### src/hdl/lfps_pkg.sv
// ----------------------------------------------------------------------------
// lfps_pkg
// shared types and constants for the line follower pid steering core
// ----------------------------------------------------------------------------
`default_nettype none

package lfps_pkg;

  // configuration register indexes
  localparam logic [0:0] REG_MAX_SPEED = 1'b0;
  localparam logic [0:0] REG_JUNCTION  = 1'b1;

  localparam logic [7:0] MAX_SPEED_RESET = 8'd60;
  localparam logic [9:0] JUNCTION_RESET  = 10'd500;

  // line center
  localparam logic signed [12:0] CENTER_POSITION = 13'sd2000;

  // reciprocal of 10000, exact for any 32-bit unsigned dividend with shift 45
  localparam logic [31:0] RECIP_SUM   = 32'hD1B7_1759;
  localparam int          SUM_SHIFT   = 45;
  // reciprocal of 20, exact for any 12-bit unsigned dividend with shift 16
  localparam logic [11:0] RECIP_PROP  = 12'd3277;
  localparam int          PROP_SHIFT  = 16;

  // first stage: error terms and saturated sum
  typedef struct packed {
    logic signed [12:0] err;
    logic signed [31:0] sum;
    logic signed [13:0] delta;
    logic               junction;
  } s1_t;

  // second stage: scaled terms
  typedef struct packed {
    logic [17:0]        q_mag;     // |sum| / 10000
    logic               sum_neg;
    logic signed [13:0] pd;        // err/20 + (delta*3)/2
    logic               junction;
  } s2_t;

endpackage

`default_nettype wire

### src/hdl/lfps_front.sv
// ----------------------------------------------------------------------------
// lfps_front
// error, saturating error sum and delta; holds the controller state
// ----------------------------------------------------------------------------
`default_nettype none

module lfps_front (
  input  wire logic          clk,
  input  wire logic          rst,
  input  wire logic          sample_valid,
  input  wire logic [11:0]   line_position,
  input  wire logic [9:0]    left_outer_level,
  input  wire logic [9:0]    right_outer_level,
  input  wire logic [9:0]    junction_threshold,
  input  wire logic          dn_ready,
  output logic               take,
  output logic               s1_valid,
  output lfps_pkg::s1_t      s1
);
  import lfps_pkg::*;

  logic signed [12:0] previous_error;
  logic signed [31:0] error_sum;
  logic signed [12:0] err;
  logic signed [32:0] sum_wide;
  logic signed [31:0] sum_sat;
  logic signed [13:0] delta;
  logic               junction;
  logic               accept;

  assign take   = !s1_valid || dn_ready;
  assign accept = sample_valid && take;

  assign err      = $signed({1'b0, line_position}) - CENTER_POSITION;
  assign sum_wide = {error_sum[31], error_sum} + {{20{err[12]}}, err};
  assign delta    = {err[12], err} - {previous_error[12], previous_error};
  assign junction = (left_outer_level > junction_threshold)
                 && (right_outer_level > junction_threshold);

  always_comb begin
    if (sum_wide[32] != sum_wide[31]) begin
      sum_sat = sum_wide[32] ? 32'sh8000_0000 : 32'sh7FFF_FFFF;
    end else begin
      sum_sat = sum_wide[31:0];
    end
  end

  always_ff @(posedge clk) begin
    if (rst) begin
      previous_error <= '0;
      error_sum      <= '0;
      s1_valid       <= 1'b0;
    end else begin
      if (accept) begin
        previous_error <= junction ? '0 : err;
        error_sum      <= junction ? '0 : sum_sat;
      end
      if (take) begin
        s1_valid <= sample_valid;
      end
    end
  end

  always_ff @(posedge clk) begin
    if (accept) begin
      s1.err      <= err;
      s1.sum      <= sum_sat;
      s1.delta    <= delta;
      s1.junction <= junction;
    end
  end

  // a crossing line restarts the controller
  a_junction_clears: assert property (@(posedge clk) disable iff (rst)
    accept && junction |=> previous_error == '0 && error_sum == '0)
    else $error("state not cleared after junction");

endmodule

`default_nettype wire

### src/hdl/lfps_scale.sv
// ----------------------------------------------------------------------------
// lfps_scale
// constant divisions by reciprocal multiply: sum/10000, err/20, delta*3/2
// ----------------------------------------------------------------------------
`default_nettype none

module lfps_scale (
  input  wire logic          clk,
  input  wire logic          rst,
  input  wire logic          s1_valid,
  input  wire lfps_pkg::s1_t s1,
  input  wire logic          dn_ready,
  output logic               s2_ready,
  output logic               s2_valid,
  output lfps_pkg::s2_t      s2
);
  import lfps_pkg::*;

  logic [31:0]        sum_mag;
  logic [63:0]        sum_prod;
  logic [11:0]        err_mag;
  logic [23:0]        err_prod;
  logic [7:0]         p_mag;
  logic signed [13:0] p_term;
  logic signed [14:0] d3;
  logic signed [14:0] d3_adj;
  logic signed [13:0] d_term;

  assign s2_ready = !s2_valid || dn_ready;

  // magnitudes, so the truncating division works on unsigned values
  assign sum_mag  = s1.sum[31] ? (~s1.sum + 32'd1) : s1.sum;
  assign sum_prod = {32'd0, sum_mag} * {32'd0, RECIP_SUM};

  assign err_mag  = s1.err[12] ? 12'(-s1.err) : s1.err[11:0];
  assign err_prod = {12'd0, err_mag} * {12'd0, RECIP_PROP};
  assign p_mag    = err_prod[PROP_SHIFT +: 8];
  assign p_term   = s1.err[12] ? -$signed({6'd0, p_mag}) : $signed({6'd0, p_mag});

  // delta*3, halved toward zero
  assign d3     = {s1.delta[13], s1.delta} + {s1.delta, 1'b0};
  assign d3_adj = d3 + {14'd0, d3[14]};
  assign d_term = d3_adj[14:1];

  always_ff @(posedge clk) begin
    if (rst) begin
      s2_valid <= 1'b0;
    end else if (s2_ready) begin
      s2_valid <= s1_valid;
    end
  end

  always_ff @(posedge clk) begin
    if (s2_ready && s1_valid) begin
      s2.q_mag    <= sum_prod[SUM_SHIFT +: 18];
      s2.sum_neg  <= s1.sum[31];
      s2.pd       <= p_term + d_term;
      s2.junction <= s1.junction;
    end
  end

endmodule

`default_nettype wire

### src/hdl/lfps_mix.sv
// ----------------------------------------------------------------------------
// lfps_mix
// power sum, clamp to the speed limit and differential wheel speeds
// ----------------------------------------------------------------------------
`default_nettype none

module lfps_mix (
  input  wire logic          clk,
  input  wire logic          rst,
  input  wire logic          s2_valid,
  input  wire lfps_pkg::s2_t s2,
  input  wire logic [7:0]    max_forward_speed,
  input  wire logic          steer_stall,
  output logic               mix_ready,
  output logic               steer_valid,
  output logic [7:0]         left_wheel_speed,
  output logic [7:0]         right_wheel_speed,
  output logic               junction_found
);
  import lfps_pkg::*;

  logic signed [19:0] q_term;
  logic signed [19:0] power;
  logic signed [19:0] lim_pos;
  logic signed [19:0] lim_neg;
  logic signed [8:0]  pw;
  logic signed [8:0]  lim9;
  logic signed [8:0]  left9;
  logic signed [8:0]  right9;

  assign mix_ready = !steer_valid || !steer_stall;

  assign q_term  = s2.sum_neg ? -$signed({2'd0, s2.q_mag}) : $signed({2'd0, s2.q_mag});
  assign power   = {{6{s2.pd[13]}}, s2.pd} + q_term;
  assign lim_pos = $signed({12'd0, max_forward_speed});
  assign lim_neg = -lim_pos;
  assign lim9    = $signed({1'b0, max_forward_speed});

  always_comb begin
    if (power > lim_pos) begin
      pw = lim_pos[8:0];
    end else if (power < lim_neg) begin
      pw = lim_neg[8:0];
    end else begin
      pw = power[8:0];
    end
    if (pw[8]) begin
      left9  = lim9 + pw;
      right9 = lim9;
    end else begin
      left9  = lim9;
      right9 = lim9 - pw;
    end
  end

  always_ff @(posedge clk) begin
    if (rst) begin
      steer_valid <= 1'b0;
    end else if (mix_ready) begin
      steer_valid <= s2_valid;
    end
  end

  always_ff @(posedge clk) begin
    if (mix_ready && s2_valid) begin
      left_wheel_speed  <= left9[7:0];
      right_wheel_speed <= right9[7:0];
      junction_found    <= s2.junction;
    end
  end

endmodule

`default_nettype wire

### src/hdl/line_follow_pid_steer_core.sv
// ----------------------------------------------------------------------------
// line_follow_pid_steer_core
// pid steering for a line-following differential drive robot
// ----------------------------------------------------------------------------
// throughput: one sample per cycle while the steering channel does not stall,
//   since each of the three register stages (state update, 32x32 reciprocal
//   multiply for the sum term, clamp and mix) reloads in the same cycle that
//   it drains
// reset: synchronous, clears previous error, error sum and all stage valids,
//   loads max_forward_speed = 60 and junction_threshold = 500
`default_nettype none

module line_follow_pid_steer_core (
  input  wire logic        clk,
  input  wire logic        rst,
  // configuration write port
  input  wire logic        cfg_write_enable,
  input  wire logic [0:0]  cfg_index,
  input  wire logic [9:0]  cfg_data,
  // sample channel
  input  wire logic        sample_valid,
  output logic             sample_stall,
  input  wire logic [11:0] line_position,
  input  wire logic [9:0]  left_outer_level,
  input  wire logic [9:0]  right_outer_level,
  // steering channel
  output logic             steer_valid,
  input  wire logic        steer_stall,
  output logic [7:0]       left_wheel_speed,
  output logic [7:0]       right_wheel_speed,
  output logic             junction_found
);
  import lfps_pkg::*;

  // configuration registers
  logic [7:0] max_forward_speed;
  logic [9:0] junction_threshold;

  // stage handshakes; each stage takes a request when it is empty or drains
  logic  take;
  logic  s1_valid;
  s1_t   s1;
  logic  s2_ready;
  logic  s2_valid;
  s2_t   s2;
  logic  mix_ready;

  always_ff @(posedge clk) begin
    if (rst) begin
      max_forward_speed  <= MAX_SPEED_RESET;
      junction_threshold <= JUNCTION_RESET;
    end else if (cfg_write_enable) begin
      unique case (cfg_index)
        REG_MAX_SPEED: max_forward_speed  <= cfg_data[7:0];
        REG_JUNCTION:  junction_threshold <= cfg_data;
        default:       ;
      endcase
    end
  end

  assign sample_stall = !take;

  // stage 1: error, saturating sum, delta, junction compare
  lfps_front u_front (
    .clk                (clk),
    .rst                (rst),
    .sample_valid       (sample_valid),
    .line_position      (line_position),
    .left_outer_level   (left_outer_level),
    .right_outer_level  (right_outer_level),
    .junction_threshold (junction_threshold),
    .dn_ready           (s2_ready),
    .take               (take),
    .s1_valid           (s1_valid),
    .s1                 (s1)
  );

  // stage 2: divisions by constants through reciprocal multiplies
  lfps_scale u_scale (
    .clk      (clk),
    .rst      (rst),
    .s1_valid (s1_valid),
    .s1       (s1),
    .dn_ready (mix_ready),
    .s2_ready (s2_ready),
    .s2_valid (s2_valid),
    .s2       (s2)
  );

  // stage 3: power, clamp and wheel speeds into the result register
  lfps_mix u_mix (
    .clk               (clk),
    .rst               (rst),
    .s2_valid          (s2_valid),
    .s2                (s2),
    .max_forward_speed (max_forward_speed),
    .steer_stall       (steer_stall),
    .mix_ready         (mix_ready),
    .steer_valid       (steer_valid),
    .left_wheel_speed  (left_wheel_speed),
    .right_wheel_speed (right_wheel_speed),
    .junction_found    (junction_found)
  );

  // one wheel always runs at the base speed
  a_one_wheel_full: assert property (@(posedge clk) disable iff (rst)
    steer_valid |-> (left_wheel_speed == max_forward_speed)
                 || (right_wheel_speed == max_forward_speed))
    else $error("neither wheel at base speed");

  // full pipe behind a stalled result blocks new samples
  a_full_blocks: assert property (@(posedge clk) disable iff (rst)
    steer_valid && steer_stall && s1_valid && s2_valid |-> sample_stall)
    else $error("sample taken into a full pipe");

  // a request held in stage 1 is not dropped
  a_s1_held: assert property (@(posedge clk) disable iff (rst)
    s1_valid && !s2_ready |=> s1_valid && $stable(s1))
    else $error("stage 1 request lost while blocked");

endmodule

`default_nettype wire

### config.mk
export PLATFORM = sky130hd
export DESIGN_NAME = line_follow_pid_steer_core
export DESIGN_NICKNAME = d
export VERILOG_FILES = /design/src/hdl/lfps_pkg.sv /design/src/hdl/lfps_front.sv /design/src/hdl/lfps_scale.sv /design/src/hdl/lfps_mix.sv /design/src/hdl/line_follow_pid_steer_core.sv
export SDC_FILE = /design/constraint.sdc
export NUM_CORES = 2
export LEC_CHECK = 0
export ABC_CLOCK_PERIOD_IN_PS = 22000
export BUFFER_PORTS_ARGS = -buffer_cell sky130_fd_sc_hd__buf_2
export CAP_MARGIN = 15
export CORE_ASPECT_RATIO = 1.25
export CORE_MARGIN = 3
export CORE_UTILIZATION = 40
export DETAILED_ROUTE_END_ITERATION = 8
export SYNTH_ARGS = -nofsm -noshare
export SYNTH_HDL_FRONTEND = slang
export SYNTH_HIERARCHICAL = 1
export SYNTH_SLANG_ARGS = --single-unit
### constraint.sdc
create_clock -name clk -period 22 [get_ports clk]
set_clock_uncertainty 0.1 [all_clocks]
set_input_delay 2.2 -clock clk [delete_from_list [all_inputs] [get_ports clk]]
set_output_delay 2.2 -clock clk [all_outputs]
set_load 0.02 [all_outputs]
==> flow_metrics.py <==
metrics = {
    "outcome": {
        "status": "complete, no violations",
    },
    "final_layout": {
        "area_growth_pct": 6.510,
        "n_fill_cell": 8709,
        "final_cell_mix": "inv_1, ha_1, fa_1",
        "final_common_cell": "inv_1",
        "multi_input_area_um2": 27140,
        "regArea_um2": 4654,
        "drive_above_1_share_pct": 6.138,
        "nNetsFinal": 4898,
    },
    "sta": {
        "hold_viol": 0,
        "setup_tns_ns": 0,
        "finalSetupViolCount": 0,
        "slew_violations": 0,
        "max_slew_margin_pct": 31.42,
        "period_minus_slack_ns": 11.27,
        "setup_slack_ns": 10.73,
        "fmax_mhz": 88.73,
        "finalCritPeriodShare_pct": 51.23,
        "grt_setup_unrepaired": "false",
        "worst_pin_slew_ns": 1.025,
    },
    "clock_tree": {
        "cts_tree": "built",
        "postCtsHoldBufs": 0,
        "htreeDepth": 4,
        "clock_latency_ns": 0.50,
        "cts.sinks": 177,
        "cts-root-buf": "clkbuf_16",
        "ctsLongestPathBuffers": 2,
        "cts_buffers": 17,
        "path_clk_slew_ns": 0.08,
        "post_cts_resized": 0,
        "post-cts-setup-buffer-count": 0,
    },
    "setup_path": {
        "crit_required_ns": 22.13,
        "cp.arrival_ns": 11.40,
        "cpMaxStageDelayCell": "or4_4",
        "worstSetupEndpoint": "u_scale/s2[30]",
        "r2r_cells": 30,
        "crit_type": "reg2reg",
        "crit_family": "adder cells",
        "critPathCaptureType": "flip-flop",
        "r2r-start": "u_front/s1[20]",
        "rrSetupSlack_ns": 10.73,
        "startpoint": "u_front/s1[20]",
        "r2r-end": "u_scale/s2[30]",
        "cpMostUsedCell": "fa_1",
        "worst-path-max-fanout": 8,
        "crit_cells": 30,
        "start_kind": "flip-flop",
        "path_buf_inv": 5,
        "slowest_delay_ns": 0.57,
    },
    "synth": {
        "synth_area_um2": 35440,
        "post-synth-top-area-cell": "fa_1",
        "syn_inst": 3724,
        "ys_warn_count": 6,
        "netlist.area_leader.share_pct": 26.44,
        "synth_fp_nets": 4839,
        "synth_edf_count": 111,
        "ys_seq_elements": 177,
        "ys.flop_type": "edfxtp_1",
        "syn_area_per_cell_um2": 9.517,
        "synth_cell_type_count": 116,
        "synth_area_leaders": "fa_1, ha_1, edfxtp_1",
        "seq_area_frac_synth_pct": 13.13,
        "synth-async-reset-ratio_pct": 0,
    },
    "global_route": {
        "grtUsageTotal_pct": 21.22,
        "grt_pass1_vias": 26649,
        "grt_first_pass_wirelength_mm": 151.0,
        "grt_start_max_net_pins": 71,
        "grt.overflow.total": 0,
        "antenna_found_initial": 3,
    },
    "place": {
        "place.gp.congestion": 0.9893,
        "dp_hpwl_mm": 85.55,
        "io_buffers": 66,
        "dp_slack_ns": 10.77,
    },
    "drt": {
        "drt_first_pass_iters": 5,
        "wirelength_mm": 96.54,
        "remaining_drc_errors": 0,
        "wl_per_cell_um": 19.44,
        "via_per_inst": 5.181,
        "drtIter0Drc": 1295,
        "ant_nets": 0,
        "via_count": 25733,
    },
    "floorplanning": {
        "initial_core_util_pct": 40.50,
        "core-area_um2": 87510,
        "die_w_um": 272.2,
        "fp.dieArea_um2": 92230,
        "top_level_ports": 67,
        "rows": 121,
        "die_h_um": 338.8,
    },
    "worst_hold_path": {
        "worstHoldPathType": "reg2reg",
    },
    "flow_run": {
        "drv_cap": 0,
    },
}
==> layout make-up <==
class | instances | share of cell area [%]
tap | 1168 | 3.871
clock inverter | 15 | 0.4839
sequential | 177 | 12.33
timing repair buffer | 97 | 1.492
clock buffer | 17 | 1.127
inverter | 883 | 8.787
multi-input combinational | 2607 | 71.89
antenna | 3 | 0.01989
==> cells in the mapped netlist (all sizes together) (5+ instances only) <==
cell and instances:
clkbuf 30, o21bai 21, ha 599, xnor2 166, a41oi 6, or2 8, nor2b 22, nor3 29
o211ai 57, dfxtp 66, o31ai 24, o2111ai 7, inv 883, or3 20, nor4 12, o21a 21
o22ai 9, a31oi 25, nand3 65, nand4 29, or4 13, nand2 162, and2 20, a2111oi 7
a21boi 11, a221o 6, o41ai 8, mux2i 20, a221oi 8, and4 11, o21ai 132, a21o 89
o22a 5, buf 27, a211oi 27, and3 19, xor2 84, nand3b 5, a21oi 170, fa 468
nand2b 20, edfxtp 111, nor2 139, o31a 8
==> how the worst min path moves through the flow <==
stage,start,to,cells after the start
global placement,u_front/s1[0],u_scale/s2[0],0
finish,u_scale/s2[0],u_mix/junction_found,0
floorplan,u_scale/s2[0],u_mix/junction_found,0
global route,u_front/s1[0],u_scale/s2[0],0
detailed placement,u_front/s1[0],u_scale/s2[0],0
CTS,u_front/s1[0],u_scale/s2[0],0
==> stage by stage <==
stage / cells / util [%] / instance area, µm² / hold slack [ns]
finish: 4967 / 43.14 / 37750 / 0.3413
global placement: 4932 / 42.43 / 37130 / 0.3093
CTS: 4964 / 43.13 / 37740 / 0.3476
global route: 4964 / 43.13 / 37740 / 0.3641
floorplan: 3724 / - / 35440 / 0.3003
detailed placement: 4932 / 42.43 / 37130 / 0.3294
==> registers in the layout, indices dropped and copies added (netlist names), 8 cells and up <==
name                     count
u_mix/left_wheel_speed       8
u_front/error_sum           32
u_mix/right_wheel_speed      8
u_scale/s2                  34
max_forward_speed            8
junction_threshold          10
u_front/s1                  60
u_front/previous_error      13
==> metal layers <==
layer  vias up  track usage [%]  share of wire (%)
li1      12465                -                  -
met1     12660            25.93                 41
met2       474            37.62                 51
met3       134            2.449                3.6
met4         0            9.047                4.5
met5         -                0                  0
==> logic make-up after synthesis <==
kind of cell / Yosys count / share of synthesized area [%]
adder cells (fa/ha/maj): 1068 / 47.61
buffers and inverters: 940 / 10.32
AO/OA/AOI/OAI: 677 / 13.30
AND/OR/NAND/NOR: 588 / 8.575
XOR/XNOR: 251 / 6.400
flip-flops: 177 / 13.13
multiplexers: 23 / 0.6602
Power is left out: the tool's default activity adds up to more than one toggle a clock period on the data nets, which glitch-free logic cannot reach.
